==> config.mk <==
export PLATFORM = sky130hd
export DESIGN_NAME = three_class_priority_scheduler_flat
export DESIGN_NICKNAME = d
export VERILOG_FILES = /design/src/tcps_pkg.sv /design/src/tcps_if.sv /design/src/tcps_ram.sv /design/src/tcps_ctrl.sv /design/src/tcps_dp.sv /design/src/three_class_priority_scheduler.sv /design/src/flat_wrapper.sv
export SDC_FILE = /design/constraint.sdc
export NUM_CORES = 1
export LEC_CHECK = 0
export ABC_AREA = 1
export BUFFER_PORTS_ARGS = -buffer_cell sky130_fd_sc_hd__buf_4
export CELL_PAD_IN_SITES_DETAIL_PLACEMENT = 2
export CELL_PAD_IN_SITES_GLOBAL_PLACEMENT = 2
export CORE_MARGIN = 2
export CORE_UTILIZATION = 40
export DETAILED_ROUTE_END_ITERATION = 8
export GPL_ROUTABILITY_DRIVEN = 0
export PLACE_DENSITY_LB_ADDON = 0.1
export SETUP_SLACK_MARGIN = 0.3
export SLEW_MARGIN = 40
export SYNTH_ARGS = -nofsm -noshare
export SYNTH_HDL_FRONTEND = slang
export SYNTH_SLANG_ARGS = --single-unit
export TNS_END_PERCENT = 20
==> constraint.sdc <==
create_clock -name clk -period 2.5 [get_ports clk]
set_clock_uncertainty 0.05 [all_clocks]
set_input_delay 0.375 -clock clk [delete_from_list [all_inputs] [get_ports clk]]
set_output_delay 0.375 -clock clk [all_outputs]
set_load 0.03 [all_outputs]
==> src/tcps_pkg.sv <==
// Shared types and codes for the three-class priority scheduler.
package tcps_pkg;

  localparam int ID_W = 8;
  localparam int RUN_W = 8;
  localparam int NUM_CLASSES = 3;

  localparam logic CMD_ENQUEUE = 1'b0;
  localparam logic CMD_GRANT = 1'b1;

  localparam logic [1:0] CLS_URGENT = 2'd0;
  localparam logic [1:0] CLS_A = 2'd1;
  localparam logic [1:0] CLS_B = 2'd2;

  localparam logic [1:0] STAT_GRANTED = 2'd0;
  localparam logic [1:0] STAT_NONE = 2'd1;
  localparam logic [1:0] STAT_ENQUEUED = 2'd2;
  localparam logic [1:0] STAT_FULL = 2'd3;

  localparam logic [RUN_W-1:0] RUN_MAX = 8'hFF;
  localparam logic [RUN_W-1:0] MAX_RUN_RESET = 8'd3;

  typedef enum logic [1:0] {
    S_IDLE,
    S_EXEC,
    S_LOAD
  } state_t;

  typedef struct packed {
    logic capture;
    logic exec;
    logic load;
  } ctrl_cmd_t;

  typedef struct packed {
    logic out_free;
  } dp_sts_t;

endpackage

==> src/tcps_if.sv <==
// Request and result channel interfaces of the scheduler.
interface tcps_req_if;
  import tcps_pkg::*;
  logic valid;
  logic ready;
  logic cmd;
  logic [1:0] queue_class;
  logic [ID_W-1:0] requester_id;
  modport source (output valid, cmd, queue_class, requester_id, input ready);
  modport sink (input valid, cmd, queue_class, requester_id, output ready);
endinterface

interface tcps_rsp_if;
  import tcps_pkg::*;
  logic valid;
  logic ready;
  logic [1:0] status;
  logic [ID_W-1:0] granted_id;
  logic [1:0] granted_class;
  logic any_waiting;
  modport source (output valid, status, granted_id, granted_class, any_waiting,
                  input ready);
  modport sink (input valid, status, granted_id, granted_class, any_waiting,
                output ready);
endinterface

==> src/tcps_ram.sv <==
// Generic single-write, single-read RAM with registered read data.
module tcps_ram #(
  parameter int WIDTH = 8,
  parameter int DEPTH = 16,
  parameter int ADDR_W = (DEPTH > 1) ? $clog2(DEPTH) : 1
) (
  input  logic              clk,
  input  logic              we,
  input  logic [ADDR_W-1:0] waddr,
  input  logic [WIDTH-1:0]  wdata,
  input  logic              re,
  input  logic [ADDR_W-1:0] raddr,
  output logic [WIDTH-1:0]  rdata
);

  logic [WIDTH-1:0] mem [DEPTH];

  always_ff @(posedge clk) begin
    if (we) begin
      mem[waddr] <= wdata;
    end
    if (re) begin
      rdata <= mem[raddr];
    end
  end

endmodule

==> src/tcps_ctrl.sv <==
// Controller state machine: sequences capture, execute and result load.
module tcps_ctrl (
  input  logic                clk,
  input  logic                rst,
  input  logic                in_valid,
  output logic                in_ready,
  input  tcps_pkg::dp_sts_t   sts,
  output tcps_pkg::ctrl_cmd_t cmd
);
  import tcps_pkg::*;

  state_t state;
  state_t state_next;

  always_ff @(posedge clk) begin
    if (rst) begin
      state <= S_IDLE;
    end else begin
      state <= state_next;
    end
  end

  always_comb begin
    state_next = state;
    case (state)
      S_IDLE: begin
        if (in_valid) state_next = S_EXEC;
      end
      S_EXEC: begin
        state_next = S_LOAD;
      end
      S_LOAD: begin
        if (sts.out_free) state_next = S_IDLE;
      end
      default: begin
        state_next = S_IDLE;
      end
    endcase
  end

  always_comb begin
    in_ready = 1'b0;
    cmd = '0;
    case (state)
      S_IDLE: begin
        in_ready = 1'b1;
        cmd.capture = in_valid;
      end
      S_EXEC: begin
        cmd.exec = 1'b1;
      end
      S_LOAD: begin
        cmd.load = sts.out_free;
      end
      default: begin
        in_ready = 1'b0;
      end
    endcase
  end

endmodule

==> src/tcps_dp.sv <==
// Datapath: queue RAMs, pointers, run counter, priority choice and result register.
module tcps_dp #(
  parameter int QUEUE_DEPTH = 16
) (
  input  logic                          clk,
  input  logic                          rst,
  input  logic                          cfg_we,
  input  logic [tcps_pkg::RUN_W-1:0]    cfg_wdata,
  input  logic                          in_cmd,
  input  logic [1:0]                    in_class,
  input  logic [tcps_pkg::ID_W-1:0]     in_id,
  tcps_rsp_if.source                    rsp,
  input  tcps_pkg::ctrl_cmd_t           cmd,
  output tcps_pkg::dp_sts_t             sts
);
  import tcps_pkg::*;

  localparam int PTR_W = (QUEUE_DEPTH > 1) ? $clog2(QUEUE_DEPTH) : 1;
  localparam int CNT_W = $clog2(QUEUE_DEPTH + 1);
  localparam int SUM_W = PTR_W + 1;
  localparam logic [CNT_W-1:0] CNT_FULL = CNT_W'(QUEUE_DEPTH);
  localparam logic [PTR_W-1:0] PTR_LAST = PTR_W'(QUEUE_DEPTH - 1);
  localparam logic [SUM_W-1:0] SUM_DEPTH = SUM_W'(QUEUE_DEPTH);

  logic             r_cmd;
  logic [1:0]       r_class;
  logic [ID_W-1:0]  r_id;

  logic [PTR_W-1:0] head [NUM_CLASSES];
  logic [CNT_W-1:0] count [NUM_CLASSES];
  logic [PTR_W-1:0] head_next [NUM_CLASSES];
  logic [CNT_W-1:0] count_next [NUM_CLASSES];
  logic [PTR_W-1:0] tail [NUM_CLASSES];
  logic [SUM_W-1:0] tail_sum [NUM_CLASSES];
  logic [ID_W-1:0]  rd [NUM_CLASSES];
  logic             push [NUM_CLASSES];
  logic             pop [NUM_CLASSES];
  logic             nonempty [NUM_CLASSES];
  logic             full [NUM_CLASSES];

  logic [RUN_W-1:0] run;
  logic [RUN_W-1:0] run_next;
  logic [RUN_W-1:0] max_run;

  logic             sel_valid;
  logic [1:0]       sel_class;
  logic             any_next;
  logic [1:0]       status_next;

  logic             p_grant;
  logic [1:0]       p_status;
  logic [1:0]       p_class;
  logic             p_any;

  logic             out_valid;
  logic [1:0]       out_status;
  logic [ID_W-1:0]  out_id;
  logic [1:0]       out_class;
  logic             out_any;
  logic [ID_W-1:0]  sel_rd;

  always_comb begin
    for (int c = 0; c < NUM_CLASSES; c++) begin
      nonempty[c] = (count[c] != '0);
      full[c] = (count[c] == CNT_FULL);
      tail_sum[c] = SUM_W'(head[c]) + SUM_W'(count[c]);
      if (tail_sum[c] >= SUM_DEPTH) begin
        tail[c] = PTR_W'(tail_sum[c] - SUM_DEPTH);
      end else begin
        tail[c] = tail_sum[c][PTR_W-1:0];
      end
    end

    sel_valid = 1'b1;
    sel_class = CLS_URGENT;
    if (nonempty[0]) begin
      sel_class = CLS_URGENT;
    end else if (nonempty[2] && (run >= max_run)) begin
      sel_class = CLS_B;
    end else if (nonempty[1]) begin
      sel_class = CLS_A;
    end else if (nonempty[2]) begin
      sel_class = CLS_B;
    end else begin
      sel_valid = 1'b0;
    end

    any_next = 1'b0;
    for (int c = 0; c < NUM_CLASSES; c++) begin
      push[c] = cmd.exec && (r_cmd == CMD_ENQUEUE) && (r_class == 2'(c)) && !full[c];
      pop[c] = cmd.exec && (r_cmd == CMD_GRANT) && sel_valid && (sel_class == 2'(c));
      if (push[c]) begin
        count_next[c] = count[c] + CNT_W'(1);
      end else if (pop[c]) begin
        count_next[c] = count[c] - CNT_W'(1);
      end else begin
        count_next[c] = count[c];
      end
      if (pop[c]) begin
        head_next[c] = (head[c] == PTR_LAST) ? '0 : head[c] + PTR_W'(1);
      end else begin
        head_next[c] = head[c];
      end
      any_next = any_next | (count_next[c] != '0);
    end

    run_next = run;
    if (pop[2]) begin
      run_next = '0;
    end else if ((pop[0] || pop[1]) && (run != RUN_MAX)) begin
      run_next = run + RUN_W'(1);
    end

    if (r_cmd == CMD_ENQUEUE) begin
      status_next = (push[0] || push[1] || push[2]) ? STAT_ENQUEUED : STAT_FULL;
    end else begin
      status_next = sel_valid ? STAT_GRANTED : STAT_NONE;
    end
  end

  for (genvar g = 0; g < NUM_CLASSES; g++) begin : g_queue
    tcps_ram #(
      .WIDTH (ID_W),
      .DEPTH (QUEUE_DEPTH),
      .ADDR_W(PTR_W)
    ) u_ram (
      .clk  (clk),
      .we   (push[g]),
      .waddr(tail[g]),
      .wdata(r_id),
      .re   (pop[g]),
      .raddr(head[g]),
      .rdata(rd[g])
    );
  end

  always_comb begin
    case (p_class)
      CLS_URGENT: sel_rd = rd[0];
      CLS_A:      sel_rd = rd[1];
      CLS_B:      sel_rd = rd[2];
      default:    sel_rd = '0;
    endcase
  end

  always_ff @(posedge clk) begin
    if (cmd.capture) begin
      r_cmd <= in_cmd;
      r_class <= in_class;
      r_id <= in_id;
    end
    if (cmd.exec) begin
      p_grant <= (r_cmd == CMD_GRANT) && sel_valid;
      p_status <= status_next;
      p_class <= ((r_cmd == CMD_GRANT) && sel_valid) ? sel_class : CLS_URGENT;
      p_any <= any_next;
    end
    if (cmd.load) begin
      out_status <= p_status;
      out_id <= p_grant ? sel_rd : '0;
      out_class <= p_class;
      out_any <= p_any;
    end
  end

  always_ff @(posedge clk) begin
    if (rst) begin
      for (int c = 0; c < NUM_CLASSES; c++) begin
        head[c] <= '0;
        count[c] <= '0;
      end
      run <= '0;
      max_run <= MAX_RUN_RESET;
      out_valid <= 1'b0;
    end else begin
      for (int c = 0; c < NUM_CLASSES; c++) begin
        head[c] <= head_next[c];
        count[c] <= count_next[c];
      end
      run <= run_next;
      if (cfg_we) begin
        max_run <= cfg_wdata;
      end
      if (cmd.load) begin
        out_valid <= 1'b1;
      end else if (rsp.ready) begin
        out_valid <= 1'b0;
      end
    end
  end

  assign sts.out_free = !out_valid || rsp.ready;

  assign rsp.valid = out_valid;
  assign rsp.status = out_status;
  assign rsp.granted_id = out_id;
  assign rsp.granted_class = out_class;
  assign rsp.any_waiting = out_any;

endmodule

==> src/three_class_priority_scheduler.sv <==
// Top level of the three-class strict priority scheduler with starvation counter.
//
//   Channel  Modport  Carries
//   req      sink     cmd, queue_class, requester_id (enqueue or grant request)
//   rsp      source   status, granted_id, granted_class, any_waiting
//   cfg      write    cfg_we, cfg_wdata (max_run_before_b)
//
// Each request passes through capture, execute (queue update and queue RAM read) and
// result load; the registered queue RAM read port makes result load a step of its own.
// Reset is synchronous: queue counts, heads and the run counter clear, the run limit
// becomes 3; queue contents are left as they are and need no clearing pass.
// A result that is not taken waits in the output register while the next request is
// accepted and executed; that request then holds until the output register frees.
module three_class_priority_scheduler #(
  parameter int QUEUE_DEPTH = 16
) (
  input  logic                       clk,
  input  logic                       rst,
  input  logic                       cfg_we,
  input  logic [tcps_pkg::RUN_W-1:0] cfg_wdata,
  tcps_req_if.sink                   req,
  tcps_rsp_if.source                 rsp
);
  import tcps_pkg::*;

  ctrl_cmd_t dp_cmd;
  dp_sts_t   dp_sts;
  logic      in_ready;

  assign req.ready = in_ready;

  tcps_ctrl u_ctrl (
    .clk     (clk),
    .rst     (rst),
    .in_valid(req.valid),
    .in_ready(in_ready),
    .sts     (dp_sts),
    .cmd     (dp_cmd)
  );

  tcps_dp #(
    .QUEUE_DEPTH(QUEUE_DEPTH)
  ) u_dp (
    .clk      (clk),
    .rst      (rst),
    .cfg_we   (cfg_we),
    .cfg_wdata(cfg_wdata),
    .in_cmd   (req.cmd),
    .in_class (req.queue_class),
    .in_id    (req.requester_id),
    .rsp      (rsp),
    .cmd      (dp_cmd),
    .sts      (dp_sts)
  );

`ifndef SYNTHESIS
  a_busy_after_accept: assert property (@(posedge clk) disable iff (rst)
    (req.valid && req.ready) |=> !req.ready)
    else $error("scheduler accepted a request while one was in execution");

  a_exec_follows_capture: assert property (@(posedge clk) disable iff (rst)
    dp_cmd.capture |=> dp_cmd.exec)
    else $error("captured request was not executed in the next cycle");

  a_load_needs_room: assert property (@(posedge clk) disable iff (rst)
    dp_cmd.load |-> dp_sts.out_free)
    else $error("result loaded over an untaken result");

  a_valid_from_load: assert property (@(posedge clk) disable iff (rst)
    $rose(rsp.valid) |-> $past(dp_cmd.load))
    else $error("result valid rose without a result load");
`endif

endmodule

==> src/flat_wrapper.sv <==
// flat-port wrapper written by rule: the top's interface ports become plain ports
module three_class_priority_scheduler_flat import tcps_pkg::*;
#(
  parameter int QUEUE_DEPTH = 16
)
  (clk, rst, cfg_we, cfg_wdata, req_valid, req_cmd, req_queue_class, req_requester_id, req_ready, rsp_valid, rsp_status, rsp_granted_id, rsp_granted_class, rsp_any_waiting, rsp_ready);
  tcps_req_if req_i ();
  tcps_rsp_if rsp_i ();
  input  logic clk;
  input  logic rst;
  input  logic cfg_we;
  input  logic [tcps_pkg::RUN_W-1:0] cfg_wdata;
  input wire logic [$bits(req_i.valid)-1:0] req_valid;
  input wire logic [$bits(req_i.cmd)-1:0] req_cmd;
  input wire logic [$bits(req_i.queue_class)-1:0] req_queue_class;
  input wire logic [$bits(req_i.requester_id)-1:0] req_requester_id;
  output wire logic [$bits(req_i.ready)-1:0] req_ready;
  output wire logic [$bits(rsp_i.valid)-1:0] rsp_valid;
  output wire logic [$bits(rsp_i.status)-1:0] rsp_status;
  output wire logic [$bits(rsp_i.granted_id)-1:0] rsp_granted_id;
  output wire logic [$bits(rsp_i.granted_class)-1:0] rsp_granted_class;
  output wire logic [$bits(rsp_i.any_waiting)-1:0] rsp_any_waiting;
  input wire logic [$bits(rsp_i.ready)-1:0] rsp_ready;
  assign req_i.valid = req_valid;
  assign req_i.cmd = req_cmd;
  assign req_i.queue_class = req_queue_class;
  assign req_i.requester_id = req_requester_id;
  assign req_ready = req_i.ready;
  assign rsp_valid = rsp_i.valid;
  assign rsp_status = rsp_i.status;
  assign rsp_granted_id = rsp_i.granted_id;
  assign rsp_granted_class = rsp_i.granted_class;
  assign rsp_any_waiting = rsp_i.any_waiting;
  assign rsp_i.ready = rsp_ready;
  three_class_priority_scheduler #(.QUEUE_DEPTH(QUEUE_DEPTH)) u_core (.clk(clk), .rst(rst), .cfg_we(cfg_we), .cfg_wdata(cfg_wdata), .req(req_i), .rsp(rsp_i));
endmodule
==> summary.txt <==
Status -> completed
Sum Neg Setup Slack -> 0 ns
CTS tree -> yes
Wire per inst -> 24.7 µm
# setup viols final -> 0
Slowest CP cell -> edfxtp_1
Relative slew slack -> 0.536
Row count -> 82
Layout cell share with drive strength beyond 1 -> 0.218
Yosys synthesis warning count -> 0
Distinct cells, synth -> 52
Max FO, Critical Path -> 8
First-pass GRT wire length -> 93.4 mm
Worst hold path type -> in -> reg
Initial Util -> 0.403
First-pass DRT Iterations -> 5
Post-route antenna net violation count -> 0
Synthesis-to-finish area growth -> 21.7%
Final WL -> 62.8 mm
Vias per cell -> 5.45
Die span in y -> 228 µm
Clk root buf -> clkbuf_16
Most frequent CP cell -> buf_4
Crit-path max cell delay -> 0.38 ns
GRT overflow -> 0
Core area -> 50,000 µm²
WS Path Type -> reg -> reg
Leakage power total -> 8.64 nW
Synth top area share -> 0.653
Post-layout minimum cycle time -> 2.26 ns
CP cell instances -> inv_1, or2_2, nor2_4, nand2_2, inv_4, buf_12, nand3_1, buf_4, nor2_1, buf_4
Placed cell areas -> 22,000 µm²
CP delay by family, top -> simple AND/OR/NAND/NOR gates
Full die area -> 52,200 µm²
Final setup margin -> 0.244 ns
# nets final -> 1,880
H-tree depth -> 2
Largest cells by area after synthesis -> edfxtp_1, dfxtp_1, nor2_1
Critical Path RT -> 2.74 ns
Num CTS Buffers -> 52
DIE WIDTH -> 228 µm
Max Cap Violations -> 0
Number of global-route vias before repair -> 15,059
Initial antenna violation count -> 1
RSZ-0062 raised after global routing -> true
Antenna cells -> 0
Mapped Area -> 20,200 µm²
Arr. time, crit path -> 2.50 ns
VDD IR max -> 543 µV
Initial DRC count -> 793
Worst Tran Pin Value -> 0.697 ns
# DRC -> 0
CP bufs+invs -> 5
Fin. Hold Viols -> 0
Largest net degree at the start of global routing -> 69
CTS Sinks -> 484
Crit. End Element -> flop
Synthesized Nets -> 1,683
Vias -> 13,838
Synth Instances -> 1,629
F_max -> 443 MHz
I/O Pins -> 39
Syn Area/Cell -> 12.4 µm²
Post-synthesis sequential area ratio -> 0.698
Max Root-Sink Buffers -> 3
Clk Latency, worst-skew pair -> 0.60 ns
DP HPWL -> 39.2 mm
Clock Pin Slew Worst Setup and Hold Paths -> 0.06 ns
Power per cell area -> 676 nW/µm²
Synth area leader -> edfxtp_1
Area of all placed cells without fillers -> 24,500 µm²
Critical path launch point type -> flop
Gr usage total -> 0.236
Pre-CTS setup slack -> 0.0136 ns
Final Util -> 0.491
# port buffers -> 38
#FFs+latches synth -> 484
Final Max Slew Viols -> 0
Period utilization -> 0.902
Overall power -> 0.0166 W
==> sequential cells by signal (all words and copies together) (netlist names) <==
register and count:
u_core.u_ctrl.state 2, u_core.u_dp.count 15, u_core.u_dp.g_queue.u_ram.mem 384, u_core.u_dp.g_queue.u_ram.rdata 24, u_core.u_dp.head 12, u_core.u_dp.max_run 8, u_core.u_dp.p_any 1, u_core.u_dp.p_class 2
u_core.u_dp.p_grant 1, u_core.u_dp.p_status 2, u_core.u_dp.r_class 2, u_core.u_dp.r_cmd 1, u_core.u_dp.r_id 8, u_core.u_dp.rsp.any_waiting 1, u_core.u_dp.rsp.granted_class 2, u_core.u_dp.rsp.granted_id 8
u_core.u_dp.rsp.status 2, u_core.u_dp.rsp.valid 1, u_core.u_dp.run 8
==> what timing repair did <==
item / in CTS / in global routing
resized for setup: 48 / 91
pin swaps: 13 / 41
buffers inserted: 13 / 28
hold buffers: 18 / 0
setup endpoints to repair: 418 / 426
hold endpoints to repair: 15 / 0
==> synthesized netlist by cell type (all sizes together) <==
cell	n
o221ai	43
o31ai	1
a21oi	53
dfxtp	46
nor4	4
nor3	13
nand2	220
a221oi	8
nand4	21
o22ai	11
o21a	2
buf	16
o211ai	12
ha	27
nor2	247
nand3	94
inv	92
and2	1
or2	2
xnor2	7
fa	3
mux2i	36
a21o	1
clkbuf	57
o21ai	128
o32ai	27
a31oi	1
xor2	11
clkinv	3
nor3b	4
edfxtp	438
==> logic make-up (layout without fill, tap and decap cells) <==
| group | after synthesis | in the layout | synth area share |
|---|---|---|---|
| flip-flops | 484 | 484 | 0.698 |
| AO/OA/AOI/OAI | 287 | 287 | 0.0904 |
| XOR/XNOR | 18 | 18 | 0.00819 |
| buffers and inverters | 168 | 406 | 0.0332 |
| AND/OR/NAND/NOR | 606 | 606 | 0.132 |
| adder cells (fa/ha/maj) | 30 | 30 | 0.0197 |
| multiplexers | 36 | 36 | 0.0179 |
==> area by class of cell <==
| class | count | area (µm²) |
|---|---|---|
| clock inverters | 25 | 154 |
| clock buffers | 70 | 1390 |
| repair buffers | 216 | 1810 |
| multi-input cells | 977 | 5840 |
| fillers | 4842 | 25400 |
| well taps | 672 | 841 |
| inverters | 95 | 377 |
| flip-flops and latches | 484 | 14100 |
==> worst paths after layout <==
path                            slack (ns)  cells past startpoint                              start                                          endpoint
worst max-delay path                  0.24                     10   u_core.u_dp.r_class[0]$_DFFE_PP_  u_core.u_dp.g_queue[1].u_ram.mem[3][4]$_DFFE_PP_
worst max register to register        0.24                     10   u_core.u_dp.r_class[0]$_DFFE_PP_  u_core.u_dp.g_queue[1].u_ram.mem[3][4]$_DFFE_PP_
worst min register to register        0.37                      0  u_core.u_dp.p_status[0]$_DFFE_PN_               u_core.u_dp.rsp.status[0]$_DFFE_PP_
worst min-delay path                  0.04                      3                       cfg_wdata[4]               u_core.u_dp.max_run[4]$_SDFFE_PP0P_
==> through the flow <==
| step | std cells | hold slack (ns) |
|---|---|---|
| CTS | 2511 | 0.0170 |
| global route | 2539 | 0.0558 |
| detailed placement | 2385 | 0.357 |
| floorplan | 1629 | 0.350 |
| finish | 2539 | 0.0378 |
| global placement | 2385 | 0.355 |
==> worst min-delay path: cells and delay by family <==
kind                   cells  cell delay, ns
AOI/OAI and AO/OA          2            0.19
buffers and inverters      1            0.08
==> power breakdown <==
part           switching [W]  internal, W
clock network        0.00317      0.00399
registers          0.0000289      0.00887
logic               0.000360     0.000166
==> cell usage in the layout (no fill, tap or decap), types with 14 or more instances in the layout <==
| cell | instances |
|---|---|
| mux2i_1 | 36 |
| buf_4 | 180 |
| inv_1 | 69 |
| nor2_1 | 224 |
| inv_2 | 14 |
| o21ai_0 | 119 |
| nand2_2 | 15 |
| o221ai_1 | 42 |
| nand2_1 | 199 |
| a21oi_1 | 48 |
| clkbuf_1 | 17 |
| dlygate4sd3_1 | 18 |
| clkinv_1 | 15 |
| edfxtp_1 | 438 |
| clkbuf_16 | 53 |
| ha_1 | 17 |
| nand3_1 | 74 |
| dfxtp_1 | 25 |
| o32ai_1 | 27 |
| dfxtp_2 | 17 |
| nand4_1 | 21 |
==> layer usage <==
| layer | share of wire | up-vias | GRT usage |
|---|---|---|---|
| met3 | 0.028 | 85 | 0.0309 |
| met4 | 0.019 | 0 | 0.0533 |
| li1 | - | 6315 | - |
| met2 | 0.53 | 188 | 0.424 |
| met1 | 0.43 | 7250 | 0.302 |
| met5 | 0 | - | 0 |
No activity file was read; power rests on OpenSTA's default activity.
